==> config.mk <==
export PLATFORM = sky130hd
export DESIGN_NAME = password_lock_controller_core
export DESIGN_NICKNAME = d
export VERILOG_FILES = /design/src/rtl/plc_pkg.sv /design/src/rtl/plc_core.sv /design/src/rtl/plc_res_fifo.sv /design/src/rtl/password_lock_controller_core.sv
export SDC_FILE = /design/constraint.sdc
export NUM_CORES = 1
export LEC_CHECK = 0
export BUFFER_PORTS_ARGS = -buffer_cell sky130_fd_sc_hd__buf_2
export CORE_UTILIZATION = 45
export DETAILED_ROUTE_END_ITERATION = 16
export PLACE_DENSITY_LB_ADDON = 0.12
export SYNTH_ARGS = -nofsm -noshare
export SYNTH_HDL_FRONTEND = slang
export SYNTH_SLANG_ARGS = --single-unit
==> constraint.sdc <==
create_clock -name clk -period 10.15 [get_ports clk]
set_input_delay 1.015 -clock clk [delete_from_list [all_inputs] [get_ports clk]]
set_output_delay 1.015 -clock clk [all_outputs]
set_load 0.005 [all_outputs]
==> src/rtl/plc_pkg.sv <==
// shared types and constants for the password lock controller
package plc_pkg;

  localparam int PASSWORD_DIGITS = 5;
  localparam int IDX_W = (PASSWORD_DIGITS > 1) ? $clog2(PASSWORD_DIGITS) : 1;

  localparam int FIFO_DEPTH = 8;
  localparam int FIFO_AW = 3;
  localparam int FIFO_CW = 4;

  localparam logic [7:0] OPT_OPEN = 8'h2B;  // '+'
  localparam logic [7:0] OPT_NEW = 8'h2D;   // '-'
  localparam logic [1:0] TRIES_BEFORE_ALARM = 2'd2;
  localparam logic [5:0] TICK_MAX = 6'd63;

  localparam logic [2:0] REG_READY_CODE = 3'd0;
  localparam logic [2:0] REG_OPEN_LIMIT = 3'd1;
  localparam logic [2:0] REG_HOLD_LIMIT = 3'd2;
  localparam logic [2:0] REG_CLOSE_LIMIT = 3'd3;
  localparam logic [2:0] REG_ALARM_LIMIT = 3'd4;

  typedef enum logic [2:0] {
    PH_WAIT       = 3'd0,
    PH_NEW_FIRST  = 3'd1,
    PH_NEW_SECOND = 3'd2,
    PH_MAIN       = 3'd3,
    PH_CHECK      = 3'd4,
    PH_DOOR       = 3'd5,
    PH_ALARM      = 3'd6
  } phase_t;

  typedef enum logic [1:0] {
    MOT_STOP = 2'd0,
    MOT_FWD  = 2'd1,
    MOT_REV  = 2'd2
  } motor_t;

  typedef enum logic [3:0] {
    ST_MAIN     = 4'd0,
    ST_ENTER    = 4'd1,
    ST_MATCH    = 4'd2,
    ST_MISMATCH = 4'd3,
    ST_OPENING  = 4'd4,
    ST_OPENED   = 4'd5,
    ST_CLOSING  = 4'd6,
    ST_NEWPASS  = 4'd7,
    ST_ERROR    = 4'd8
  } status_t;

  typedef struct packed {
    logic [7:0] ready_code;
    logic [5:0] open_limit;
    logic [5:0] hold_limit;
    logic [5:0] close_limit;
    logic [5:0] alarm_limit;
  } cfg_t;

  typedef struct packed {
    status_t status;
    motor_t  motor;
    logic    buzzer;
  } res_t;

  typedef struct packed {
    logic [1:0] cnt;
    res_t       r0;
    res_t       r1;
  } step_out_t;

  typedef struct packed {
    res_t res;
    logic last;
  } fifo_ent_t;

endpackage

==> src/rtl/plc_core.sv <==
// lock controller state machine: one received word per cycle, up to two results
module plc_core (
  input  logic               clk,
  input  logic               rst_n,
  input  logic               step_valid,
  input  logic               step_func,
  input  logic [7:0]         step_byte,
  input  plc_pkg::cfg_t      cfg,
  output plc_pkg::step_out_t step_out
);

  localparam logic [plc_pkg::IDX_W-1:0] LAST_IDX =
    plc_pkg::IDX_W'(plc_pkg::PASSWORD_DIGITS - 1);

  plc_pkg::phase_t phase_r, phase_nxt;
  plc_pkg::motor_t motor_r, motor_nxt;
  logic [plc_pkg::IDX_W-1:0] idx_r, idx_nxt;
  logic                      differs_r, differs_nxt;
  logic [1:0]                failed_r, failed_nxt;
  logic [5:0]                tick_r, tick_nxt;
  logic [7:0]                chosen_r, chosen_nxt;
  logic                      buzzer_r, buzzer_nxt;

  logic [7:0] entry_r [plc_pkg::PASSWORD_DIGITS];
  logic [7:0] saved_r [plc_pkg::PASSWORD_DIGITS];
  logic       entry_we;
  logic       save_all;

  // shared conditions
  logic [plc_pkg::IDX_W-1:0] cur_idx;
  logic                      last_dig;
  logic [6:0]                tick_inc;
  logic                      door_hit;
  logic                      alarm_hit;
  logic                      differs_now;
  logic                      diff_any;
  logic                      timed_phase;

  always_comb begin
    cur_idx = (32'(idx_r) < plc_pkg::PASSWORD_DIGITS) ? idx_r : '0;
    last_dig = (cur_idx == LAST_IDX);
    tick_inc = {1'b0, tick_r} + 7'd1;
    timed_phase = (phase_r == plc_pkg::PH_DOOR) || (phase_r == plc_pkg::PH_ALARM);
    case (motor_r)
      plc_pkg::MOT_FWD:  door_hit = tick_inc > {1'b0, cfg.open_limit};
      plc_pkg::MOT_STOP: door_hit = tick_inc > {1'b0, cfg.hold_limit};
      default:           door_hit = tick_inc > {1'b0, cfg.close_limit};
    endcase
    alarm_hit = tick_inc > {1'b0, cfg.alarm_limit};
    if (phase_r == plc_pkg::PH_CHECK) begin
      differs_now = saved_r[cur_idx] != step_byte;
    end else begin
      differs_now = entry_r[cur_idx] != step_byte;
    end
    diff_any = differs_r | differs_now;
  end

  // next state
  always_comb begin
    phase_nxt   = phase_r;
    motor_nxt   = motor_r;
    idx_nxt     = idx_r;
    differs_nxt = differs_r;
    failed_nxt  = failed_r;
    tick_nxt    = tick_r;
    chosen_nxt  = chosen_r;
    buzzer_nxt  = buzzer_r;
    entry_we    = 1'b0;
    save_all    = 1'b0;
    if (step_valid && step_func) begin
      if (timed_phase) begin
        tick_nxt = tick_inc[6] ? plc_pkg::TICK_MAX : tick_inc[5:0];
        if (phase_r == plc_pkg::PH_DOOR) begin
          if (door_hit) begin
            case (motor_r)
              plc_pkg::MOT_FWD:  motor_nxt = plc_pkg::MOT_STOP;
              plc_pkg::MOT_STOP: motor_nxt = plc_pkg::MOT_REV;
              default: begin
                motor_nxt = plc_pkg::MOT_STOP;
                tick_nxt  = '0;
                phase_nxt = plc_pkg::PH_MAIN;
              end
            endcase
          end
        end else if (alarm_hit) begin
          buzzer_nxt = 1'b0;
          tick_nxt   = '0;
          failed_nxt = '0;
          phase_nxt  = plc_pkg::PH_MAIN;
        end
      end
    end else if (step_valid) begin
      case (phase_r)
        plc_pkg::PH_WAIT: begin
          if (step_byte == cfg.ready_code) begin
            phase_nxt = plc_pkg::PH_NEW_FIRST;
            idx_nxt   = '0;
          end
        end
        plc_pkg::PH_NEW_FIRST: begin
          entry_we = 1'b1;
          idx_nxt  = cur_idx + 1'b1;
          if (last_dig) begin
            idx_nxt     = '0;
            differs_nxt = 1'b0;
            phase_nxt   = plc_pkg::PH_NEW_SECOND;
          end
        end
        plc_pkg::PH_NEW_SECOND: begin
          differs_nxt = diff_any;
          idx_nxt     = cur_idx + 1'b1;
          if (last_dig) begin
            idx_nxt     = '0;
            differs_nxt = 1'b0;
            if (diff_any) begin
              phase_nxt = plc_pkg::PH_NEW_FIRST;
            end else begin
              save_all  = 1'b1;
              phase_nxt = plc_pkg::PH_MAIN;
            end
          end
        end
        plc_pkg::PH_MAIN: begin
          chosen_nxt  = step_byte;
          idx_nxt     = '0;
          differs_nxt = 1'b0;
          phase_nxt   = plc_pkg::PH_CHECK;
        end
        plc_pkg::PH_CHECK: begin
          entry_we    = 1'b1;
          differs_nxt = diff_any;
          idx_nxt     = cur_idx + 1'b1;
          if (last_dig) begin
            idx_nxt     = '0;
            differs_nxt = 1'b0;
            if (diff_any) begin
              if (failed_r < plc_pkg::TRIES_BEFORE_ALARM) begin
                failed_nxt = failed_r + 2'd1;
              end else begin
                buzzer_nxt = 1'b1;
                tick_nxt   = '0;
                phase_nxt  = plc_pkg::PH_ALARM;
              end
            end else begin
              failed_nxt = '0;
              if (chosen_r == plc_pkg::OPT_OPEN) begin
                motor_nxt = plc_pkg::MOT_FWD;
                tick_nxt  = '0;
                phase_nxt = plc_pkg::PH_DOOR;
              end else if (chosen_r == plc_pkg::OPT_NEW) begin
                phase_nxt = plc_pkg::PH_NEW_FIRST;
              end else begin
                phase_nxt = plc_pkg::PH_MAIN;
              end
            end
          end
        end
        default: begin
        end
      endcase
    end
  end

  // results: the first of a pair carries the levels before the step
  plc_pkg::status_t code0, code1;
  logic [1:0]       cnt;

  always_comb begin
    cnt   = 2'd0;
    code0 = plc_pkg::ST_MAIN;
    code1 = plc_pkg::ST_MAIN;
    if (step_valid && step_func) begin
      if (phase_r == plc_pkg::PH_DOOR && door_hit) begin
        cnt = 2'd1;
        case (motor_r)
          plc_pkg::MOT_FWD:  code0 = plc_pkg::ST_OPENED;
          plc_pkg::MOT_STOP: code0 = plc_pkg::ST_CLOSING;
          default:           code0 = plc_pkg::ST_MAIN;
        endcase
      end else if (phase_r == plc_pkg::PH_ALARM && alarm_hit) begin
        cnt   = 2'd1;
        code0 = plc_pkg::ST_MAIN;
      end
    end else if (step_valid) begin
      case (phase_r)
        plc_pkg::PH_NEW_SECOND: begin
          if (last_dig) begin
            if (diff_any) begin
              cnt   = 2'd1;
              code0 = plc_pkg::ST_MISMATCH;
            end else begin
              cnt   = 2'd2;
              code0 = plc_pkg::ST_MATCH;
              code1 = plc_pkg::ST_MAIN;
            end
          end
        end
        plc_pkg::PH_MAIN: begin
          cnt   = 2'd1;
          code0 = plc_pkg::ST_ENTER;
        end
        plc_pkg::PH_CHECK: begin
          if (last_dig) begin
            if (diff_any) begin
              cnt = 2'd1;
              if (failed_r < plc_pkg::TRIES_BEFORE_ALARM) begin
                code0 = plc_pkg::ST_MISMATCH;
              end else begin
                code0 = plc_pkg::ST_ERROR;
              end
            end else begin
              cnt   = 2'd2;
              code0 = plc_pkg::ST_MATCH;
              if (chosen_r == plc_pkg::OPT_OPEN) begin
                code1 = plc_pkg::ST_OPENING;
              end else if (chosen_r == plc_pkg::OPT_NEW) begin
                code1 = plc_pkg::ST_NEWPASS;
              end else begin
                code1 = plc_pkg::ST_MAIN;
              end
            end
          end
        end
        default: begin
        end
      endcase
    end
    step_out.cnt       = cnt;
    step_out.r0.status = code0;
    step_out.r0.motor  = (cnt == 2'd2) ? motor_r : motor_nxt;
    step_out.r0.buzzer = (cnt == 2'd2) ? buzzer_r : buzzer_nxt;
    step_out.r1.status = code1;
    step_out.r1.motor  = motor_nxt;
    step_out.r1.buzzer = buzzer_nxt;
  end

  always_ff @(posedge clk) begin
    if (!rst_n) begin
      phase_r   <= plc_pkg::PH_WAIT;
      motor_r   <= plc_pkg::MOT_STOP;
      idx_r     <= '0;
      differs_r <= 1'b0;
      failed_r  <= '0;
      tick_r    <= '0;
      chosen_r  <= '0;
      buzzer_r  <= 1'b0;
    end else begin
      phase_r   <= phase_nxt;
      motor_r   <= motor_nxt;
      idx_r     <= idx_nxt;
      differs_r <= differs_nxt;
      failed_r  <= failed_nxt;
      tick_r    <= tick_nxt;
      chosen_r  <= chosen_nxt;
      buzzer_r  <= buzzer_nxt;
    end
  end

  // password stores, written before any read
  always_ff @(posedge clk) begin
    if (entry_we) begin
      entry_r[cur_idx] <= step_byte;
    end
    if (save_all) begin
      saved_r <= entry_r;
    end
  end

endmodule

==> src/rtl/plc_res_fifo.sv <==
// result queue taking up to two results per cycle and giving one
module plc_res_fifo (
  input  logic               clk,
  input  logic               rst_n,
  input  plc_pkg::step_out_t push,
  input  logic               pop,
  output logic               out_valid,
  output plc_pkg::fifo_ent_t out_ent,
  output logic [plc_pkg::FIFO_CW-1:0] count
);

  plc_pkg::fifo_ent_t mem_r [plc_pkg::FIFO_DEPTH];
  logic [plc_pkg::FIFO_AW-1:0] wr_ptr_r, wr_ptr_nxt;
  logic [plc_pkg::FIFO_AW-1:0] rd_ptr_r, rd_ptr_nxt;
  logic [plc_pkg::FIFO_CW-1:0] count_r, count_nxt;
  logic [plc_pkg::FIFO_AW-1:0] wr_ptr_p1;
  logic                        do_pop;

  assign out_valid = (count_r != '0);
  assign out_ent   = mem_r[rd_ptr_r];
  assign count     = count_r;
  assign do_pop    = pop && out_valid;
  assign wr_ptr_p1 = wr_ptr_r + 1'b1;

  always_comb begin
    wr_ptr_nxt = wr_ptr_r + plc_pkg::FIFO_AW'(push.cnt);
    rd_ptr_nxt = do_pop ? rd_ptr_r + 1'b1 : rd_ptr_r;
    count_nxt  = count_r + plc_pkg::FIFO_CW'(push.cnt)
               - plc_pkg::FIFO_CW'(do_pop);
  end

  always_ff @(posedge clk) begin
    if (!rst_n) begin
      wr_ptr_r <= '0;
      rd_ptr_r <= '0;
      count_r  <= '0;
    end else begin
      wr_ptr_r <= wr_ptr_nxt;
      rd_ptr_r <= rd_ptr_nxt;
      count_r  <= count_nxt;
    end
  end

  always_ff @(posedge clk) begin
    case (push.cnt)
      2'd1: begin
        mem_r[wr_ptr_r] <= '{res: push.r0, last: 1'b1};
      end
      2'd2: begin
        mem_r[wr_ptr_r]  <= '{res: push.r0, last: 1'b0};
        mem_r[wr_ptr_p1] <= '{res: push.r1, last: 1'b1};
      end
      default: begin
      end
    endcase
  end

endmodule

==> src/rtl/password_lock_controller_core.sv <==
// top level of the password lock controller: config registers, input stage, core, result queue
//
// usage
// - input channel in_*: one word per item; in_tuser is the kind (0 received byte,
//   1 one-second tick), in_tdata the received byte; a word is taken when
//   in_tvalid and in_tready are both high
// - result channel out_*: status words with motor and buzzer levels; out_tlast
//   marks the final status that one input word causes (zero to two of them)
// - config channel cfg_*: cfg_index picks the register (ready code, open, hold,
//   close and alarm limits), cfg_data holds the value; cfg_ready is always high,
//   writes belong to idle periods only
// - flow: an accepted word lands in the input register, from which the controller
//   step runs and queues its results; the first result is valid once it sits
//   in the result queue
// - throughput: one input word per cycle while in_tready is high; the output
//   drains one status word per cycle while out_tready is high, from an eight-entry queue
// - stall: in_tready drops only when the queue could not take two more results;
//   queued results stay put while out_tready is low
// - reset: synchronous, active low; the lock waits for the ready code, the
//   motor is stopped, the buzzer off and the queue empty
module password_lock_controller_core (
  input  logic       clk,
  input  logic       rst_n,
  // input channel
  input  logic       in_tvalid,
  output logic       in_tready,
  input  logic [7:0] in_tdata,   // [7:0] rx_byte
  input  logic       in_tuser,   // [0] func
  // result channel
  output logic       out_tvalid,
  input  logic       out_tready,
  output logic [7:0] out_tdata,  // [3:0] status_code, [5:4] motor_drive, [6] buzzer, [7] zero
  output logic       out_tlast,
  // config channel
  input  logic       cfg_valid,
  output logic       cfg_ready,
  input  logic [2:0] cfg_index,
  input  logic [7:0] cfg_data
);

  // config registers
  plc_pkg::cfg_t cfg_r;

  assign cfg_ready = 1'b1;

  always_ff @(posedge clk) begin
    if (!rst_n) begin
      cfg_r.ready_code  <= 8'd16;
      cfg_r.open_limit  <= 6'd15;
      cfg_r.hold_limit  <= 6'd18;
      cfg_r.close_limit <= 6'd33;
      cfg_r.alarm_limit <= 6'd60;
    end else if (cfg_valid && cfg_ready) begin
      case (cfg_index)
        plc_pkg::REG_READY_CODE:  cfg_r.ready_code  <= cfg_data;
        plc_pkg::REG_OPEN_LIMIT:  cfg_r.open_limit  <= cfg_data[5:0];
        plc_pkg::REG_HOLD_LIMIT:  cfg_r.hold_limit  <= cfg_data[5:0];
        plc_pkg::REG_CLOSE_LIMIT: cfg_r.close_limit <= cfg_data[5:0];
        plc_pkg::REG_ALARM_LIMIT: cfg_r.alarm_limit <= cfg_data[5:0];
        default: begin
        end
      endcase
    end
  end

  // input register, drained into the core every cycle
  logic       in_valid_r;
  logic       in_func_r;
  logic [7:0] in_byte_r;
  logic       in_accept;

  assign in_accept = in_tvalid && in_tready;

  always_ff @(posedge clk) begin
    if (!rst_n) begin
      in_valid_r <= 1'b0;
    end else begin
      in_valid_r <= in_accept;
    end
  end

  always_ff @(posedge clk) begin
    if (in_accept) begin
      in_func_r <= in_tuser;
      in_byte_r <= in_tdata;
    end
  end

  plc_pkg::step_out_t step_out;

  plc_core u_core (
    .clk        (clk),
    .rst_n      (rst_n),
    .step_valid (in_valid_r),
    .step_func  (in_func_r),
    .step_byte  (in_byte_r),
    .cfg        (cfg_r),
    .step_out   (step_out)
  );

  // result queue
  plc_pkg::fifo_ent_t          head;
  logic [plc_pkg::FIFO_CW-1:0] q_count;
  logic [plc_pkg::FIFO_CW:0]   q_claim;

  plc_res_fifo u_fifo (
    .clk       (clk),
    .rst_n     (rst_n),
    .push      (step_out),
    .pop       (out_tready),
    .out_valid (out_tvalid),
    .out_ent   (head),
    .count     (q_count)
  );

  // room for this cycle's results plus a full pair from the next word
  assign q_claim   = {1'b0, q_count} + (plc_pkg::FIFO_CW + 1)'(step_out.cnt);
  assign in_tready = q_claim <= (plc_pkg::FIFO_CW + 1)'(plc_pkg::FIFO_DEPTH - 2);

  assign out_tdata = {1'b0, head.res.buzzer, head.res.motor, head.res.status};
  assign out_tlast = head.last;

  // queue never holds more than its depth
  a_queue_bound : assert property (@(posedge clk) disable iff (!rst_n)
    q_count <= plc_pkg::FIFO_CW'(plc_pkg::FIFO_DEPTH))
    else $error("result queue over depth");

  // a pair of results always finds room
  a_pair_room : assert property (@(posedge clk) disable iff (!rst_n)
    step_out.cnt == 2'd2 |-> q_count <= plc_pkg::FIFO_CW'(plc_pkg::FIFO_DEPTH - 2))
    else $error("result pair pushed into a full queue");

  // an accepted word lands in the input register as a valid step
  a_accept_step : assert property (@(posedge clk) disable iff (!rst_n)
    in_accept |=> in_valid_r)
    else $error("accepted word not stepped");

  // an error status always comes with the buzzer on
  a_error_buzz : assert property (@(posedge clk) disable iff (!rst_n)
    (out_tvalid && out_tdata[3:0] == plc_pkg::ST_ERROR) |-> out_tdata[6])
    else $error("error status without buzzer");

endmodule
==> results of run 1 <==
## metal layers
layer	track usage, %	up-vias
met4	6.73	0
met2	33.9	220
met5	0	-
met1	30.2	3889
li1	-	3979
met3	2.87	51
## power by group
part / total, mW / internal, mW / switching [mW]
combinational: 0.221 / 0.114 / 0.107
sequential: 1.03 / 0.992 / 0.0377
clock: 0.927 / 0.562 / 0.365
total: 2.18 / 1.67 / 0.509
## stage by stage
stage	power, mW	util [%]	setup slack (ns)	instance area, sq um
2_1_floorplan	1.20	-	3.31	11400
3_3_place_gp	1.27	47.9	4.15	11700
3_5_place_dp	1.27	47.9	3.98	11700
4_1_cts	2.20	51.3	3.40	12600
5_1_grt	2.27	51.3	2.98	12600
6_report	2.18	51.3	3.40	12600
## flip-flops by register name, indices dropped and copies added, names as in the netlist, 4 cells and up, named ones only
signal / flops
u_fifo.mem_r: 64
u_core.entry_r: 40
u_core.saved_r: 40
cfg_r: 32
in_byte_r: 8
u_core.chosen_r: 8
u_core.tick_r: 6
u_fifo.count: 4
## worst max-delay path, cell delays in order, from the launching register on
cell      delay (ns)
dfxtp_1         0.75
nor3b_2         0.88
o41ai_1         0.20
nor3_1          0.29
o21a_1          0.17
o22ai_1         0.08
or4_4           0.49
nor2_2          0.37
o311ai_0        0.41
ha_1            0.35
fa_1            0.43
nand2_1         0.09
nor2_1          0.04
o21ai_0         0.14
nand2_1         0.06
a21oi_1         0.28
buf_2           0.18
## Yosys cell counts (8+ instances only)
cell type / count
o21ai_0: 67
o21a_1: 14
edfxtp_1: 137
nand3_1: 37
and2_1: 11
o31ai_1: 8
buf_2: 8
nor3_1: 26
nand2_1: 143
mux4_2: 20
ha_1: 40
xor2_1: 19
a21oi_1: 62
nor2b_1: 19
xnor2_1: 10
o22ai_1: 20
mux2_2: 11
and3_1: 10
clkbuf_1: 37
dfxtp_1: 88
nor2_1: 54
o211ai_1: 11
nand4_1: 10
nand2b_1: 15
inv_1: 47
mux2i_1: 27
## worst paths after layout
kind,from,depth (start not counted),endpoint
min,u_core.entry_r[29],0,u_core.saved_r[29]
max,u_core.phase_r[2],16,in_tready
max reg2reg,u_core.phase_r[2],17,u_fifo.mem_r[1][3]
min reg2reg,u_core.entry_r[29],0,u_core.saved_r[29]
## logic make-up after synthesis
kind of cell    after synthesis  synth area share, %
other cells                   2               0.0661
mux                          59                 7.67
compound gates              247                 13.8
buf+inv                     107                 4.03
simple gates                362                 15.5
xor+xnor                     29                 2.24
fa+ha+maj                    43                 4.93
flops                       225                 51.7
## area by class of cell
cell class                 count  area share [%]
inverter                      48            1.43
clock buffer                  34            5.57
multi-input combinational    742            40.1
timing repair buffer          42            1.83
clock inverter                14            1.15
sequential                   225            46.7
tap                          324            3.22
==> impl_metrics.py, run 1 <==
metrics = {
    "status": {
        "outcome": "complete, no violations",
    },
    "route": {
        "met3_length_um": 1290,
        "wl_met1_um": 12600,
        "wl_per_cell_um": 18.8,
        "top_layer": "met4",
        "vias": 8139,
        "wirelength_um": 26900,
        "wl_met2_um": 12400,
        "drt_iter0_drc": 562,
        "drc": 0,
        "first_pass_iters": 4,
        "vias_per_cell": 5.70,
        "antenna_left": 0,
    },
    "sta": {
        "hold_slack_ns": 0.439,
        "rsz0062_at_grt": "false",
        "slew_headroom_pct": 32.7,
        "finalSetupViolations": 0,
        "worstMarginPinSlew_ns": 1.00,
        "fin_tns_setup_ns": 0,
        "timing.fmax_ghz": 0.148,
        "min_period_ns": 6.75,
        "drv_slew": 0,
        "hold_viol_final": 0,
        "fin_crit_sh_pct": 66.5,
        "finClkSkew_ns": 0.0247,
    },
    "pwr": {
        "p_leak_nw": 4.50,
        "ir_drop_uv": 193,
        "p_per_area_mw_per_mm2": 173,
    },
    "critical_path": {
        "crit_required_ns": 9.14,
        "worstSetupPathType": "register to primary output",
        "critical_path.endpoint_type": "primary output",
        "rrSetupSlack_ns": 4.17,
        "startpoint_type": "register",
        "crit_path_max_fanout": 22,
        "arrival_ns": 5.74,
    },
    "cells_and_area": {
        "final_nets": 1153,
        "areaGrowthSynthToFinish_pct": 10.8,
        "final_common_cell": "nand2_1",
        "nFillCells": 2312,
        "drive_gt1_share_pct": 11.9,
        "regArea_sq_mm": 0.00588,
        "final_cell_count_no_fill": 1429,
        "antennaDiodeCount": 0,
        "multiInputGateArea_sq_mm": 0.00505,
        "most-common-layout-cells": "nand2_1 (143), edfxtp_1 (137), dfxtp_1 (88)",
    },
    "floorplan": {
        "dieArea_sq_mm": 0.0259,
        "die_h_um": 161,
        "start_util_pct": 46.3,
        "ioPinCount": 37,
        "num_rows": 57,
        "core_region_area_sq_mm": 0.0245,
        "fp.dieW_um": 161,
    },
    "clock_network": {
        "cts_resized": 0,
        "tritoncts": "built",
        "clk_pin_slew_ns": 0.06,
        "clock-sinks": 225,
        "clock_latency_ns": 0.54,
        "h-tree-depth": 1,
        "cts_root_buf": "clkbuf_16",
        "postCtsSetupRepairBufs": 0,
        "numCtsBuffers": 26,
        "cts_hold_buffers": 0,
        "cts_buffer_depth": 3,
    },
    "yosys": {
        "yosysWarnings": 0,
        "synth_edf_count": 137,
        "yosysSeqAreaShare_pct": 51.7,
        "synth_ff_type": "edfxtp_1",
        "async_flop_share_pct": 0,
        "syn_area_sq_mm": 0.0114,
        "synth_largest_area_cell": "edfxtp_1",
        "syn_nets": 1142,
        "synth_area_per_cell_sq_um": 10.6,
        "synthTopCellsByArea": "edfxtp_1 (36%), dfxtp_1 (16%), nand2_1 (4.7%), ha_1 (4.4%), mux4_2 (4.0%)",
        "synth_cell_types": 77,
        "synth_top_area_share_pct": 36.2,
        "synth-seq-cells": 225,
        "syn_inst": 1074,
    },
    "grt": {
        "grt_pass1_wl_um": 43700,
        "grt_max_degree": 48,
        "grt_antenna_before_repair": 0,
        "grt_pass1_vias": 8011,
        "gr-total-overflow": 0,
        "grtUsageTotal_pct": 21.4,
    },
    "placement": {
        "gp_congestion": 0.881,
        "dp.final_hpwl_um": 18600,
        "placement.io_buffers": 34,
        "place_inst": 1381,
    },
    "job": {
        "maxCapViolCount": 0,
    },
    "hold_path": {
        "hp-class": "register to register",
    },
}
(Power assumes the default switching activity.)
==> run 2, diff against run 1 <==
--- a/config.mk
+++ b/config.mk
@@ -5,6 +5,7 @@
 export SDC_FILE = /design/constraint.sdc
 export NUM_CORES = 1
 export LEC_CHECK = 0
+export ABC_AREA = 1
 export BUFFER_PORTS_ARGS = -buffer_cell sky130_fd_sc_hd__buf_2
 export CORE_UTILIZATION = 45
 export DETAILED_ROUTE_END_ITERATION = 16
==> constraint.sdc (replaced) <==
create_clock -name clk -period 7.06 [get_ports clk]
set_input_delay 0.706 -clock clk [delete_from_list [all_inputs] [get_ports clk]]
set_output_delay 0.706 -clock clk [all_outputs]
set_load 0.005 [all_outputs]
==> impl_metrics.py, run 2 <==
metrics = {
    "status": {
        "outcome": "complete, no violations",
    },
    "grt": {
        "gr-total-overflow": 0,
        "grt_antenna_before_repair": 0,
        "grtUsageTotal_pct": 22.7,
        "grt_pass1_vias": 8780,
        "grt_max_degree": 53,
        "grt_pass1_wl_um": 47000,
    },
    "route": {
        "drt_iter0_drc": 875,
        "drc": 0,
        "vias": 9133,
        "antenna_left": 0,
        "first_pass_iters": 5,
        "wirelength_um": 29000,
        "wl_per_cell_um": 16.5,
        "vias_per_cell": 5.18,
    },
    "floorplan": {
        "fp.dieW_um": 162,
        "start_util_pct": 45.8,
        "die_h_um": 162,
        "core_region_area_sq_mm": 0.0251,
        "num_rows": 58,
        "ioPinCount": 37,
        "dieArea_sq_mm": 0.0262,
    },
    "yosys": {
        "syn_area_sq_mm": 0.0115,
        "synth_largest_area_cell": "edfxtp_1",
        "async_flop_share_pct": 0,
        "syn_inst": 1381,
        "yosysWarnings": 0,
        "synth_edf_count": 137,
        "synth-seq-cells": 225,
        "yosys-top-cells-count": "nand2_1 (285), nor2_1 (206), inv_1 (185)",
        "synth_most_common_cell": "nand2_1",
        "synthTopCellsByArea": "edfxtp_1 (36%), dfxtp_1 (15%), nand2_1 (9.3%), nor2_1 (6.7%), inv_1 (6.0%)",
        "synth_cell_types": 47,
        "yosysSeqAreaShare_pct": 51.1,
        "synth_top_area_share_pct": 35.8,
        "syn_nets": 1449,
        "synth_area_per_cell_sq_um": 8.33,
        "synth_ff_type": "edfxtp_1",
    },
    "sta": {
        "timing.fmax_ghz": 0.181,
        "worstMarginPinSlew_ns": 0.929,
        "rsz0062_at_grt": "false",
        "min_period_ns": 5.52,
        "finClkSkew_ns": 0.0117,
        "drv_slew": 0,
        "fin_crit_sh_pct": 78.2,
        "hold_viol_final": 0,
        "slew_headroom_pct": 37.7,
        "finalSetupViolations": 0,
        "fin_tns_setup_ns": 0,
    },
    "critical_path": {
        "rrSetupSlack_ns": 2.00,
        "crit_required_ns": 6.35,
        "worstSetupPathType": "register to primary output",
        "startpoint_type": "register",
        "arrival_ns": 4.81,
        "crit_path_max_fanout": 17,
        "critical_path.endpoint_type": "primary output",
    },
    "clock_network": {
        "clock_latency_ns": 0.53,
        "tritoncts": "built",
        "cts_resized": 0,
        "cts_buffer_depth": 3,
        "clk_pin_slew_ns": 0.06,
        "cts_hold_buffers": 0,
        "h-tree-depth": 1,
        "postCtsSetupRepairBufs": 0,
        "numCtsBuffers": 25,
        "clock-sinks": 225,
        "cts_root_buf": "clkbuf_16",
    },
    "pwr": {
        "clkPwrFrac_pct": 42.5,
        "p_switching_uw": 877,
        "ir_drop_uv": 174,
        "total_power_mw": 3.34,
        "p_per_area_mw_per_mm2": 260,
        "p_int_mw": 2.46,
        "power.share.switching_pct": 26.3,
        "p_leak_nw": 5.65,
        "p_seq_share_pct": 44.3,
        "power_frac_comb_pct": 13.2,
    },
    "cells_and_area": {
        "drive_gt1_share_pct": 8.44,
        "final_common_cell": "nand2_1",
        "largest-register": "u_fifo.mem_r",
        "multiInputGateArea_sq_mm": 0.00475,
        "nFillCells": 2438,
        "final_nets": 1483,
        "areaGrowthSynthToFinish_pct": 11.8,
        "most-common-layout-cells": "nand2_1 (285), nor2_1 (205), inv_1 (185)",
        "largest_reg_flops": 64,
        "regArea_sq_mm": 0.00588,
        "top_regs": "u_fifo.mem_r x64, u_core.entry_r x40, u_core.saved_r x40",
        "antennaDiodeCount": 0,
    },
    "placement": {
        "dp.final_hpwl_um": 20600,
        "gp_congestion": 0.884,
        "placement.io_buffers": 34,
    },
    "job": {
        "maxCapViolCount": 0,
    },
    "hold_path": {
        "hp-class": "input port to register",
    },
}
run 2: kinds of logic (layout without fill, tap and decap cells):
kind of cell,after synthesis,after routing,synth area share (%)
xor gates and xnor gates,14,14,1.07
DFF,225,225,51.1
other,2,2,0.0653
adders and majority gates,43,43,4.87
buffers and inverters,225,278,7.79
and+or+nand+nor,662,662,25.2
AOI/OAI and AO/OA,210,210,9.97
run 2: worst max-delay path: stages (launching register included):
cell,delay [ns]
dfxtp_1,0.86
nand3_2,0.49
inv_2,0.24
nor2_2,0.09
nand2_1,0.07
nand3_1,0.14
nand2_1,0.11
nand2_1,0.05
nand2_1,0.07
nand2_1,0.06
nor2_2,0.19
nand2_4,0.13
nand2_1,0.08
nand2_1,0.06
nand3_1,0.08
nand3_1,0.16
ha_1,0.26
fa_1,0.49
nand3_1,0.07
o21ai_0,0.32
nor2_1,0.11
buf_2,0.14
run 2: layout make-up:
cell class,count,area share [%]
Clock buffer,29,4.98
Clock inverter,17,1.92
Inverter,192,5.62
Multi-Input combinational cell,931,36.9
Sequential cell,225,45.7
Tap cell,330,3.21
Timing Repair Buffer,40,1.67
run 2: final timing paths:
check / start / endpoint / cells past startpoint
setup / recovery: u_core.idx_r[0] / in_tready / 21
hold / removal: in_tdata[2] / in_byte_r[2] / 1
setup reg to reg: u_core.idx_r[0] / in_byte_r[3] / 19
hold reg to reg: u_core.entry_r[1] / u_core.saved_r[1] / 0
run 2: layer usage:
metal	up-vias	track usage [%]	routed length [um]
met3	48	3.19	1710
li1	4622	-	-
met4	0	6.22	633
met2	242	35.7	12900
met1	4221	32.5	13800
met5	-	0	0
run 2: stage by stage:
stage / utilization [%] / worst slack, ns / std cells / hold slack (ns) / instance area, sq um
floorplan: - / 2.96 / 1381 / 0.417 / 11500
global placement: 47.7 / 2.03 / 1718 / 0.430 / 12000
detailed placement: 47.7 / 1.91 / 1718 / 0.432 / 12000
CTS: 51.2 / 1.51 / 1764 / 0.339 / 12900
global route: 51.2 / 1.07 / 1764 / 0.338 / 12900
finish: 51.2 / 1.54 / 1764 / 0.359 / 12900
run 2: power groups by stage:
stage | Sequential (mW) | Clock, mW | Combinational (mW)
6_report | 1.48 | 1.42 | 0.442
5_1_grt | 1.48 | 1.49 | 0.508
4_1_cts | 1.48 | 1.44 | 0.448
3_5_place_dp | 1.51 | 0 | 0.446
3_3_place_gp | 1.50 | 0 | 0.442
2_1_floorplan | 1.48 | 0 | 0.304
